<file path="config.mk">
export PLATFORM = sky130hd
export DESIGN_NAME = utf8_text_layout_decoder_core
export DESIGN_NICKNAME = d
export VERILOG_FILES = /design/src/hw/rtl/utld_pkg.sv /design/src/hw/rtl/utld_byte_dec.sv /design/src/hw/rtl/utld_layout.sv /design/src/hw/rtl/utf8_text_layout_decoder_core.sv
export SDC_FILE = /design/constraint.sdc
export NUM_CORES = 1
export LEC_CHECK = 0
export BUFFER_PORTS_ARGS = -buffer_cell sky130_fd_sc_hd__buf_2
export CAP_MARGIN = 40
export CORE_ASPECT_RATIO = 0.8
export CORE_UTILIZATION = 40
export CTS_BUF_LIST = sky130_fd_sc_hd__clkbuf_8 sky130_fd_sc_hd__clkbuf_16
export CTS_CLUSTER_SIZE = 20
export DETAILED_ROUTE_END_ITERATION = 8
export HOLD_SLACK_MARGIN = 0.1
export SYNTH_ARGS = -nofsm -noshare
export SYNTH_HDL_FRONTEND = slang
export SYNTH_SLANG_ARGS = --single-unit
</file>
<file path="constraint.sdc">
create_clock -name clk -period 5.61 [get_ports clk]
set_input_delay 0.561 -clock clk [delete_from_list [all_inputs] [get_ports clk]]
set_output_delay 0.561 -clock clk [all_outputs]
set_load 0.03 [all_outputs]
</file>
<file path="src/hw/rtl/utld_pkg.sv">
// types and constants shared by the utf-8 text layout decoder
// no dependencies; imported by every module of the block

package utld_pkg;

  typedef enum logic [1:0] {
    GLYPH_ASCII_LARGE = 2'd0,
    GLYPH_ASCII_SMALL = 2'd1,
    GLYPH_SPECIAL     = 2'd2,
    GLYPH_WIDE        = 2'd3
  } glyph_kind_t;

  localparam int unsigned CP_W    = 21;
  localparam int unsigned COL_W   = 16;
  localparam int unsigned WIDTH_W = 16;

  localparam logic [7:0] LEAD2_MASK  = 8'hE0;
  localparam logic [7:0] LEAD2_CODE  = 8'hC0;
  localparam logic [7:0] LEAD3_MASK  = 8'hF0;
  localparam logic [7:0] LEAD3_CODE  = 8'hE0;
  localparam logic [7:0] LEAD4_MASK  = 8'hF8;
  localparam logic [7:0] LEAD4_CODE  = 8'hF0;

  localparam logic [CP_W-1:0] CP_INVALID    = 21'h00003F;
  localparam logic [CP_W-1:0] CP_ASCII_LIM  = 21'h000080;
  localparam logic [CP_W-1:0] CP_FW_COMMA   = 21'h00FF0C;
  localparam logic [CP_W-1:0] CP_IDEO_STOP  = 21'h003002;
  localparam logic [CP_W-1:0] CP_IDEO_COMMA = 21'h003001;

  localparam logic [COL_W-1:0] ADV_LARGE = 16'd9;
  localparam logic [COL_W-1:0] ADV_SMALL = 16'd12;
  localparam logic [COL_W-1:0] ADV_WIDE  = 16'd17;

  localparam logic [WIDTH_W-1:0] ADD_ASCII = 16'd9;
  localparam logic [WIDTH_W-1:0] ADD_WIDE  = 16'd17;

  // decoded item between the byte stage and the layout stage
  typedef struct packed {
    logic              done;
    logic              first;
    logic              last;
    logic [COL_W-1:0]  start_x;
    logic [CP_W-1:0]   cp;
  } dec_item_t;

  typedef struct packed {
    glyph_kind_t        kind;
    logic [COL_W-1:0]   cursor_nxt;
    logic [WIDTH_W-1:0] sum_nxt;
    logic [WIDTH_W-1:0] text_width;
  } layout_t;

endpackage

</file>
<file path="src/hw/rtl/utld_byte_dec.sv">
// utf-8 byte decoder: merges one byte into the open sequence state
// depends on utld_pkg

module utld_byte_dec (
  input  logic [7:0]                  text_byte,
  input  logic                        first_byte,
  input  logic [utld_pkg::COL_W-1:0]  start_x,
  input  logic                        last_byte,
  input  logic [utld_pkg::CP_W-1:0]   part_cp,
  input  logic [1:0]                  remain,
  output logic [utld_pkg::CP_W-1:0]   part_cp_nxt,
  output logic [1:0]                  remain_nxt,
  output utld_pkg::dec_item_t         item
);
  import utld_pkg::*;

  logic [CP_W-1:0] pc;
  logic [1:0]      rem;
  logic [CP_W-1:0] pc_new;
  logic [1:0]      rem_new;
  logic            done;
  logic [CP_W-1:0] cp;

  always_comb begin
    pc      = first_byte ? '0 : part_cp;
    rem     = first_byte ? 2'd0 : remain;
    pc_new  = pc;
    rem_new = rem;
    done    = 1'b0;
    cp      = '0;

    if (rem != 2'd0) begin
      pc_new  = {pc[CP_W-7:0], text_byte[5:0]};
      rem_new = rem - 2'd1;
      if (rem_new == 2'd0) begin
        cp   = pc_new;
        done = 1'b1;
      end
    end else if (!text_byte[7]) begin
      cp   = {{(CP_W-8){1'b0}}, text_byte};
      done = 1'b1;
    end else if ((text_byte & LEAD2_MASK) == LEAD2_CODE) begin
      pc_new  = {{(CP_W-5){1'b0}}, text_byte[4:0]};
      rem_new = 2'd1;
    end else if ((text_byte & LEAD3_MASK) == LEAD3_CODE) begin
      pc_new  = {{(CP_W-4){1'b0}}, text_byte[3:0]};
      rem_new = 2'd2;
    end else if ((text_byte & LEAD4_MASK) == LEAD4_CODE) begin
      pc_new  = {{(CP_W-3){1'b0}}, text_byte[2:0]};
      rem_new = 2'd3;
    end else begin
      cp   = CP_INVALID;
      done = 1'b1;
    end

    // cut-short sequence: pad missing continuation bits with zeros
    if (!done && last_byte && rem_new != 2'd0) begin
      case (rem_new)
        2'd1:    cp = {pc_new[CP_W-7:0], 6'd0};
        2'd2:    cp = {pc_new[CP_W-13:0], 12'd0};
        default: cp = {pc_new[CP_W-19:0], 18'd0};
      endcase
      rem_new = 2'd0;
      done    = 1'b1;
    end

    if (done) begin
      pc_new = '0;
    end
  end

  assign part_cp_nxt  = pc_new;
  assign remain_nxt   = rem_new;
  assign item.done    = done;
  assign item.first   = first_byte;
  assign item.last    = last_byte;
  assign item.start_x = start_x;
  assign item.cp      = cp;

endmodule

</file>
<file path="src/hw/rtl/utld_layout.sv">
// glyph classification, cursor advance and saturating width sum
// depends on utld_pkg

module utld_layout (
  input  logic [utld_pkg::CP_W-1:0]    cp,
  input  logic                         large_font,
  input  logic [utld_pkg::COL_W-1:0]   cursor,
  input  logic [utld_pkg::WIDTH_W-1:0] sum,
  output utld_pkg::layout_t            lay
);
  import utld_pkg::*;

  logic               is_ascii;
  logic [COL_W-1:0]   adv;
  logic [WIDTH_W-1:0] add;
  logic [WIDTH_W:0]   sum_ext;
  logic [WIDTH_W-1:0] sum_sat;

  always_comb begin
    is_ascii = cp < CP_ASCII_LIM;
    if (is_ascii) begin
      lay.kind = large_font ? GLYPH_ASCII_LARGE : GLYPH_ASCII_SMALL;
      adv      = large_font ? ADV_LARGE : ADV_SMALL;
      add      = ADD_ASCII;
    end else begin
      if (cp == CP_FW_COMMA || cp == CP_IDEO_STOP || cp == CP_IDEO_COMMA) begin
        lay.kind = GLYPH_SPECIAL;
      end else begin
        lay.kind = GLYPH_WIDE;
      end
      adv = ADV_WIDE;
      add = ADD_WIDE;
    end
    sum_ext        = {1'b0, sum} + {1'b0, add};
    sum_sat        = sum_ext[WIDTH_W] ? '1 : sum_ext[WIDTH_W-1:0];
    lay.sum_nxt    = sum_sat;
    lay.text_width = (sum_sat == '0) ? '0 : sum_sat - WIDTH_W'(1);
    lay.cursor_nxt = cursor + adv;
  end

endmodule

</file>
<file path="src/hw/rtl/utf8_text_layout_decoder_core.sv">
// utf-8 text layout decoder, top level; depends on utld_pkg, utld_byte_dec and
// utld_layout. Takes one text byte per cycle while in_stall is low and gives
// at most one result item per byte: codepoint, draw column, glyph kind,
// running width and end flag. Throughput is one item per clock cycle while
// out_stall is low. An accepted byte is decoded against the open sequence
// into a stage register, and the layout stage places the glyph (cursor and
// width sum) into the output register. Bytes that only open or extend a
// sequence give no result. cfg_ready is high only while both stages are empty.

module utf8_text_layout_decoder_core (
  input  logic                               clk,
  input  logic                               rst_n,
  input  logic                               in_valid,
  output logic                               in_stall,
  input  logic [7:0]                         in_text_byte,
  input  logic                               in_first_byte,
  input  logic signed [utld_pkg::COL_W-1:0]  in_start_x,
  input  logic                               in_last_byte,
  output logic                               out_valid,
  input  logic                               out_stall,
  output logic [utld_pkg::CP_W-1:0]          out_codepoint,
  output logic signed [utld_pkg::COL_W-1:0]  out_draw_x,
  output logic [1:0]                         out_glyph_kind,
  output logic [utld_pkg::WIDTH_W-1:0]       out_text_width,
  output logic                               out_end_of_text,
  input  logic                               cfg_valid,
  output logic                               cfg_ready,
  input  logic                               cfg_large_ascii_font_present
);
  import utld_pkg::*;

  logic               font_r;
  logic [CP_W-1:0]    part_cp_r, part_cp_nxt;
  logic [1:0]         remain_r, remain_nxt;
  logic               s1_valid_r;
  dec_item_t          s1_r, dec_item;
  logic [COL_W-1:0]   cursor_r;
  logic [WIDTH_W-1:0] sum_r;
  logic [COL_W-1:0]   cur_eff;
  logic [WIDTH_W-1:0] sum_eff;
  layout_t            lay;
  logic               out_valid_r;
  logic [CP_W-1:0]    out_cp_r;
  logic [COL_W-1:0]   out_x_r;
  glyph_kind_t        out_kind_r;
  logic [WIDTH_W-1:0] out_width_r;
  logic               out_eot_r;
  logic               adv_out;
  logic               load_s1;
  logic               in_accept;

  assign adv_out   = !out_valid_r || !out_stall;
  assign load_s1   = adv_out || !s1_valid_r;
  assign in_stall  = s1_valid_r && !adv_out;
  assign in_accept = in_valid && !in_stall;
  assign cfg_ready = !s1_valid_r && !out_valid_r;

  utld_byte_dec u_dec (
    .text_byte   (in_text_byte),
    .first_byte  (in_first_byte),
    .start_x     (in_start_x),
    .last_byte   (in_last_byte),
    .part_cp     (part_cp_r),
    .remain      (remain_r),
    .part_cp_nxt (part_cp_nxt),
    .remain_nxt  (remain_nxt),
    .item        (dec_item)
  );

  assign cur_eff = s1_r.first ? s1_r.start_x : cursor_r;
  assign sum_eff = s1_r.first ? '0 : sum_r;

  utld_layout u_lay (
    .cp         (s1_r.cp),
    .large_font (font_r),
    .cursor     (cur_eff),
    .sum        (sum_eff),
    .lay        (lay)
  );

  always_ff @(posedge clk) begin
    if (!rst_n) begin
      font_r      <= 1'b0;
      part_cp_r   <= '0;
      remain_r    <= 2'd0;
      s1_valid_r  <= 1'b0;
      cursor_r    <= '0;
      sum_r       <= '0;
      out_valid_r <= 1'b0;
    end else begin
      if (cfg_valid && cfg_ready) begin
        font_r <= cfg_large_ascii_font_present;
      end
      if (in_accept) begin
        part_cp_r <= part_cp_nxt;
        remain_r  <= remain_nxt;
      end
      if (load_s1) begin
        s1_valid_r <= in_accept;
      end
      if (adv_out) begin
        out_valid_r <= s1_valid_r && s1_r.done;
        if (s1_valid_r) begin
          cursor_r <= s1_r.done ? lay.cursor_nxt : cur_eff;
          sum_r    <= s1_r.done ? lay.sum_nxt : sum_eff;
        end
      end
    end
  end

  // payload registers
  always_ff @(posedge clk) begin
    if (load_s1 && in_accept) begin
      s1_r <= dec_item;
    end
    if (adv_out && s1_valid_r && s1_r.done) begin
      out_cp_r    <= s1_r.cp;
      out_x_r     <= cur_eff;
      out_kind_r  <= lay.kind;
      out_width_r <= lay.text_width;
      out_eot_r   <= s1_r.last;
    end
  end

  assign out_valid       = out_valid_r;
  assign out_codepoint   = out_cp_r;
  assign out_draw_x      = out_x_r;
  assign out_glyph_kind  = out_kind_r;
  assign out_text_width  = out_width_r;
  assign out_end_of_text = out_eot_r;

  a_last_closes_seq: assert property (@(posedge clk) disable iff (!rst_n)
    in_accept && in_last_byte |=> remain_r == 2'd0)
    else $error("sequence left open after last byte");

  a_done_reaches_out: assert property (@(posedge clk) disable iff (!rst_n)
    s1_valid_r && s1_r.done && adv_out |=> out_valid_r)
    else $error("decoded item lost before output register");

  a_ascii_kind_range: assert property (@(posedge clk) disable iff (!rst_n)
    out_valid_r && (out_kind_r == GLYPH_ASCII_LARGE || out_kind_r == GLYPH_ASCII_SMALL)
    |-> out_cp_r < CP_ASCII_LIM)
    else $error("ascii glyph kind on non-ascii codepoint");

endmodule

</file>
==> summary.log <==
[route] Post-DRT Antenna Nets 0
[sta] total setup violations reported at the end of the flow 0
[synthesis] share of async-settable or async-resettable flops after synthesis 0
[die] starting utilization of the core area 0.417
[grt] vias in the first global route 5493
[synthesis] top cells by area, synth sky130_fd_sc_hd__edfxtp_1 (39%), sky130_fd_sc_hd__dfxtp_1 (14%), sky130_fd_sc_hd__nor2_1 (4.1%), sky130_fd_sc_hd__nand2_1 (3.7%), sky130_fd_sc_hd__a21oi_1 (3.3%)
[synthesis] number of instances in the synthesized netlist 696
[die] overall die area 18900 sq um
[layout] Design Area, Final 8650 sq um
[setup_path] slowest cell delay on critical path 0.39 ns
[synthesis] flop and latch count out of synthesis 148
[grt] global-route wire length before repair 28000 microns
[setup_path] slowest cell on the critical path sky130_fd_sc_hd__edfxtp_1
[layout] share of the core filled with cells 0.490
[sta] total negative slack 0 ns
[min_path] worst min-delay path class input port to flip-flop
[sta] final cycle utilization of the critical path 0.768
[synthesis] average size of a mapped cell 10.6 sq um
[power] peak ir drop on the vdd network 0.000184 V
[synthesis] number of distinct library cell variants in the gate-level netlist after synthesis 72
[power] Total Power Consumption 2.62 mW
[route] Avg Vias per Cell 5.55
[route] 1st-pass router iterations 6
[synthesis] largest area contributor in the synthesized netlist sky130_fd_sc_hd__edfxtp_1
[run_status] run status finished clean
[sta] Max-slew headroom 0.452
[route] Total Routed Length 17400 microns
[die] Core ar. 17600 sq um
[grt] antenna violations before repair 0
[placed_design] pre-CTS setup slack 1.33 ns
[power] Sw Share 0.237
[power] combinational share of power 0.084
[clock_network] root buffer cell sky130_fd_sc_hd__clkbuf_16
[synthesis] Synth Warn # 0
[synthesis] leading cell type by number of instances after synthesis sky130_fd_sc_hd__edfxtp_1
[sta] setup repair after global routing missed its margin no
[power] clock network fraction of total power 0.447
[clock_network] H-tree depth reported by CTS 4
[clock_network] Clock Sinks 148
[setup_path] number of cells on the worst reg-to-reg path 16
[synthesis] Net Count, Synth 740
[synthesis] primary flip-flop cell chosen by synthesis mapping sky130_fd_sc_hd__edfxtp_1
[grt] total congestion overflow after global routing 0
[route] Initial DRC Count 357
[placed_design] number of port buffers 90
[sta] Hold WS 0.312 ns
[clock_network] post-CTS setup buffer count 0
[setup_path] RR Endpoint out_text_width[14]$_SDFFCE_PN0P_
[die] cell row count 43
[clock_network] total CTS buffers 17
[sta] Tightest Pin Transition 0.818 ns
[setup_path] CP cell instances nor4_1 > nand2_1 > nor4_1 > buf_4 > inv_1 > ha_1 > nor2_1 > a21oi_2 > and3_1 > nor2_1 > ha_1 > o221ai_2 > nor3_2 > nand2_2 > nor3_2 > mux2_4
[setup_path] type of element launching the critical path flip-flop
[min_path] hold-critical path depth 1
[die] Die W 154 microns
[placed_design] HPWL after detailed placement 12300 microns
[setup_path] r2r startpoint s1_r[7]$_DFFE_PP_
[setup_path] critical path data required time 5.79 ns
[grt] maximum number of pins on one net before global-route repair 37
[clock_network] clock-pin transition on the worst setup and hold timing paths 0.06 ns
[flow_run] Max Cap Viol 0
[setup_path] arrival time of the worst setup path 4.49 ns
[clock_network] clock buffer depth 2
[grt] routing usage on met3 0.0403
[synthesis] sequential-to-total area share from yosys stat 0.534
[min_path] HP Start in_start_x[15]
[clock_network] clock tree from TritonCTS done
[sta] maximum clock frequency 232 MHz
[setup_path] maximum net fanout on the critical path 14
[power] Power Internal 2.00 mW
[clock_network] Clock Latency Late Sink 0.43 ns
[power] net switching power 0.621 mW
[die] height of the die 123 microns
[setup_path] type of the worst setup path flip-flop to flip-flop
[power] leakage power total 3.32 nW
[sta] Tmin final 4.31 ns
[die] boundary pin count 91
[synthesis] top post-synthesis cells by count sky130_fd_sc_hd__edfxtp_1 (96), sky130_fd_sc_hd__nor2_1 (81), sky130_fd_sc_hd__nand2_1 (72)
[min_path] Min-Delay Endpoint s1_r[36]$_DFFE_PP_
[layout] post-layout net count 827
[synthesis] proportion of netlist area held by the largest area contributor 0.392
[synthesis] number of flops mapped to enable cells by yosys 96
[setup_path] type of destination of the critical path flip-flop
[placed_design] number of placed cells counting well taps 989
[grt] global-route total usage across every layer 0.191
[clock_network] total of cells resized after clock tree synthesis 0
[layout] total inserted antenna cells 0
[layout] relative area change from synthesis to final layout 17.7%
[sta] number of hold violations in the final report 0
[route] total number of vias 5671
[route] routed length per instance 17.0 microns
[route] number of remaining DRC errors 0
[grt] Most Used Layer, Global Route met2
[power] Pwr per Cell Area 303 nW/um^2
[layout] Final Instance Count excl. Fillers 1021
[grt] routing usage on met1 0.242
[clock_network] Post-CTS Hold Fix Bufs 0
[placed_design] instance area at placement 8040 sq um
[power] share of power burned in registers 0.469
[sta] worst clock skew on the final layout 0.00851 ns
[setup_path] Reg2Reg Setup Slack 1.30 ns
[grt] met2 capacity usage during global routing 0.321
[sta] Worst Slack Setup Final 1.30 ns
[synthesis] Synth Cell Area 7350 sq um
[placed_design] routability cong. 0.829
[layout] fraction of final layout cells sized beyond drive strength 1 0.226
[sta] max-slew violations 0
## worst max-delay path: cells and delay by family, from the launching register on
kind | cells | cell delay [ns]
compound gates | 2 | 0.27
fa+ha+maj | 2 | 0.63
simple gates | 9 | 2.18
mux | 1 | 0.32
buf+inv | 2 | 0.27
flops | 1 | 0.39
## cell type report
class / instances / area [sq um]
fillers: 1605 / 8990
flip-flops and latches: 148 / 3920
multi-input cells: 495 / 3180
repair buffers: 100 / 574
clock buffers: 19 / 453
well taps: 225 / 282
clock inverters: 13 / 158
inverters: 21 / 78.8
## sequential cells by signal, indices dropped and copies added, names as in the netlist
signal           cells
s1_valid_r           1
out_end_of_text      1
out_glyph_kind       2
sum_r               16
out_text_width      16
part_cp_r           15
cursor_r            16
font_r               1
out_codepoint       21
out_draw_x          16
out_valid            1
s1_r                40
remain_r             2
## per-layer routing
layer	up-vias	wire length [microns]
met3	30	926
met4	0	277
met5	-	0
met2	177	8340
li1	2721	-
met1	2743	7840
## power by group through the flow
stage | clock network, mW | registers, mW | logic, mW
2_1_floorplan | 0 | 1.27 | 0.122
3_3_place_gp | 0 | 1.25 | 0.208
3_5_place_dp | 0 | 1.25 | 0.218
4_1_cts | 1.19 | 1.23 | 0.219
5_1_grt | 1.23 | 1.23 | 0.239
6_report | 1.17 | 1.23 | 0.219
## worst max path at each step
stage | start | end | slack, ns | cells after the start
after CTS | s1_r[7]$_DFFE_PP_ | out_text_width[14]$_SDFFCE_PN0P_ | 1.31 | 16
after global routing | s1_r[7]$_DFFE_PP_ | out_text_width[14]$_SDFFCE_PN0P_ | 1.0 | 16
after global placement | s1_r[7]$_DFFE_PP_ | out_text_width[14]$_SDFFCE_PN0P_ | 1.47 | 16
final | s1_r[7]$_DFFE_PP_ | out_text_width[14]$_SDFFCE_PN0P_ | 1.30 | 16
after floorplan | s1_r[7]$_DFFE_PP_ | out_text_width[14]$_SDFFCE_PN0P_ | 1.62 | 16
after detailed placement | s1_r[7]$_DFFE_PP_ | out_text_width[14]$_SDFFCE_PN0P_ | 1.33 | 16
## cells in the final DEF, fill, tap and decap left out, types with 11 or more instances in the layout
| cell type | count |
|---|---|
| sky130_fd_sc_hd__a21oi_1 | 48 |
| sky130_fd_sc_hd__a22o_1 | 14 |
| sky130_fd_sc_hd__a22oi_1 | 28 |
| sky130_fd_sc_hd__buf_2 | 90 |
| sky130_fd_sc_hd__clkbuf_16 | 17 |
| sky130_fd_sc_hd__dfxtp_1 | 52 |
| sky130_fd_sc_hd__edfxtp_1 | 96 |
| sky130_fd_sc_hd__ha_1 | 12 |
| sky130_fd_sc_hd__inv_1 | 20 |
| sky130_fd_sc_hd__mux2_2 | 13 |
| sky130_fd_sc_hd__mux2i_1 | 12 |
| sky130_fd_sc_hd__nand2_1 | 72 |
| sky130_fd_sc_hd__nand3_1 | 15 |
| sky130_fd_sc_hd__nor2_1 | 81 |
| sky130_fd_sc_hd__nor2b_1 | 12 |
| sky130_fd_sc_hd__nor3_1 | 13 |
| sky130_fd_sc_hd__o21ai_0 | 29 |
| sky130_fd_sc_hd__xnor2_1 | 14 |
| sky130_fd_sc_hd__xor2_1 | 11 |
## kinds of logic (layout without fill, tap and decap cells)
kind of cell	count (synthesis)	count (layout)	synth area share
adders and majority gates	12	12	0.0204
muxes	27	27	0.0403
xor gates and xnor gates	25	25	0.0298
AOI/OAI and AO/OA	166	166	0.161
buffers and inverters	53	153	0.0332
DFF	148	148	0.534
and+or+nand+nor	265	265	0.182
No activity file was read; power rests on OpenSTA's default activity.
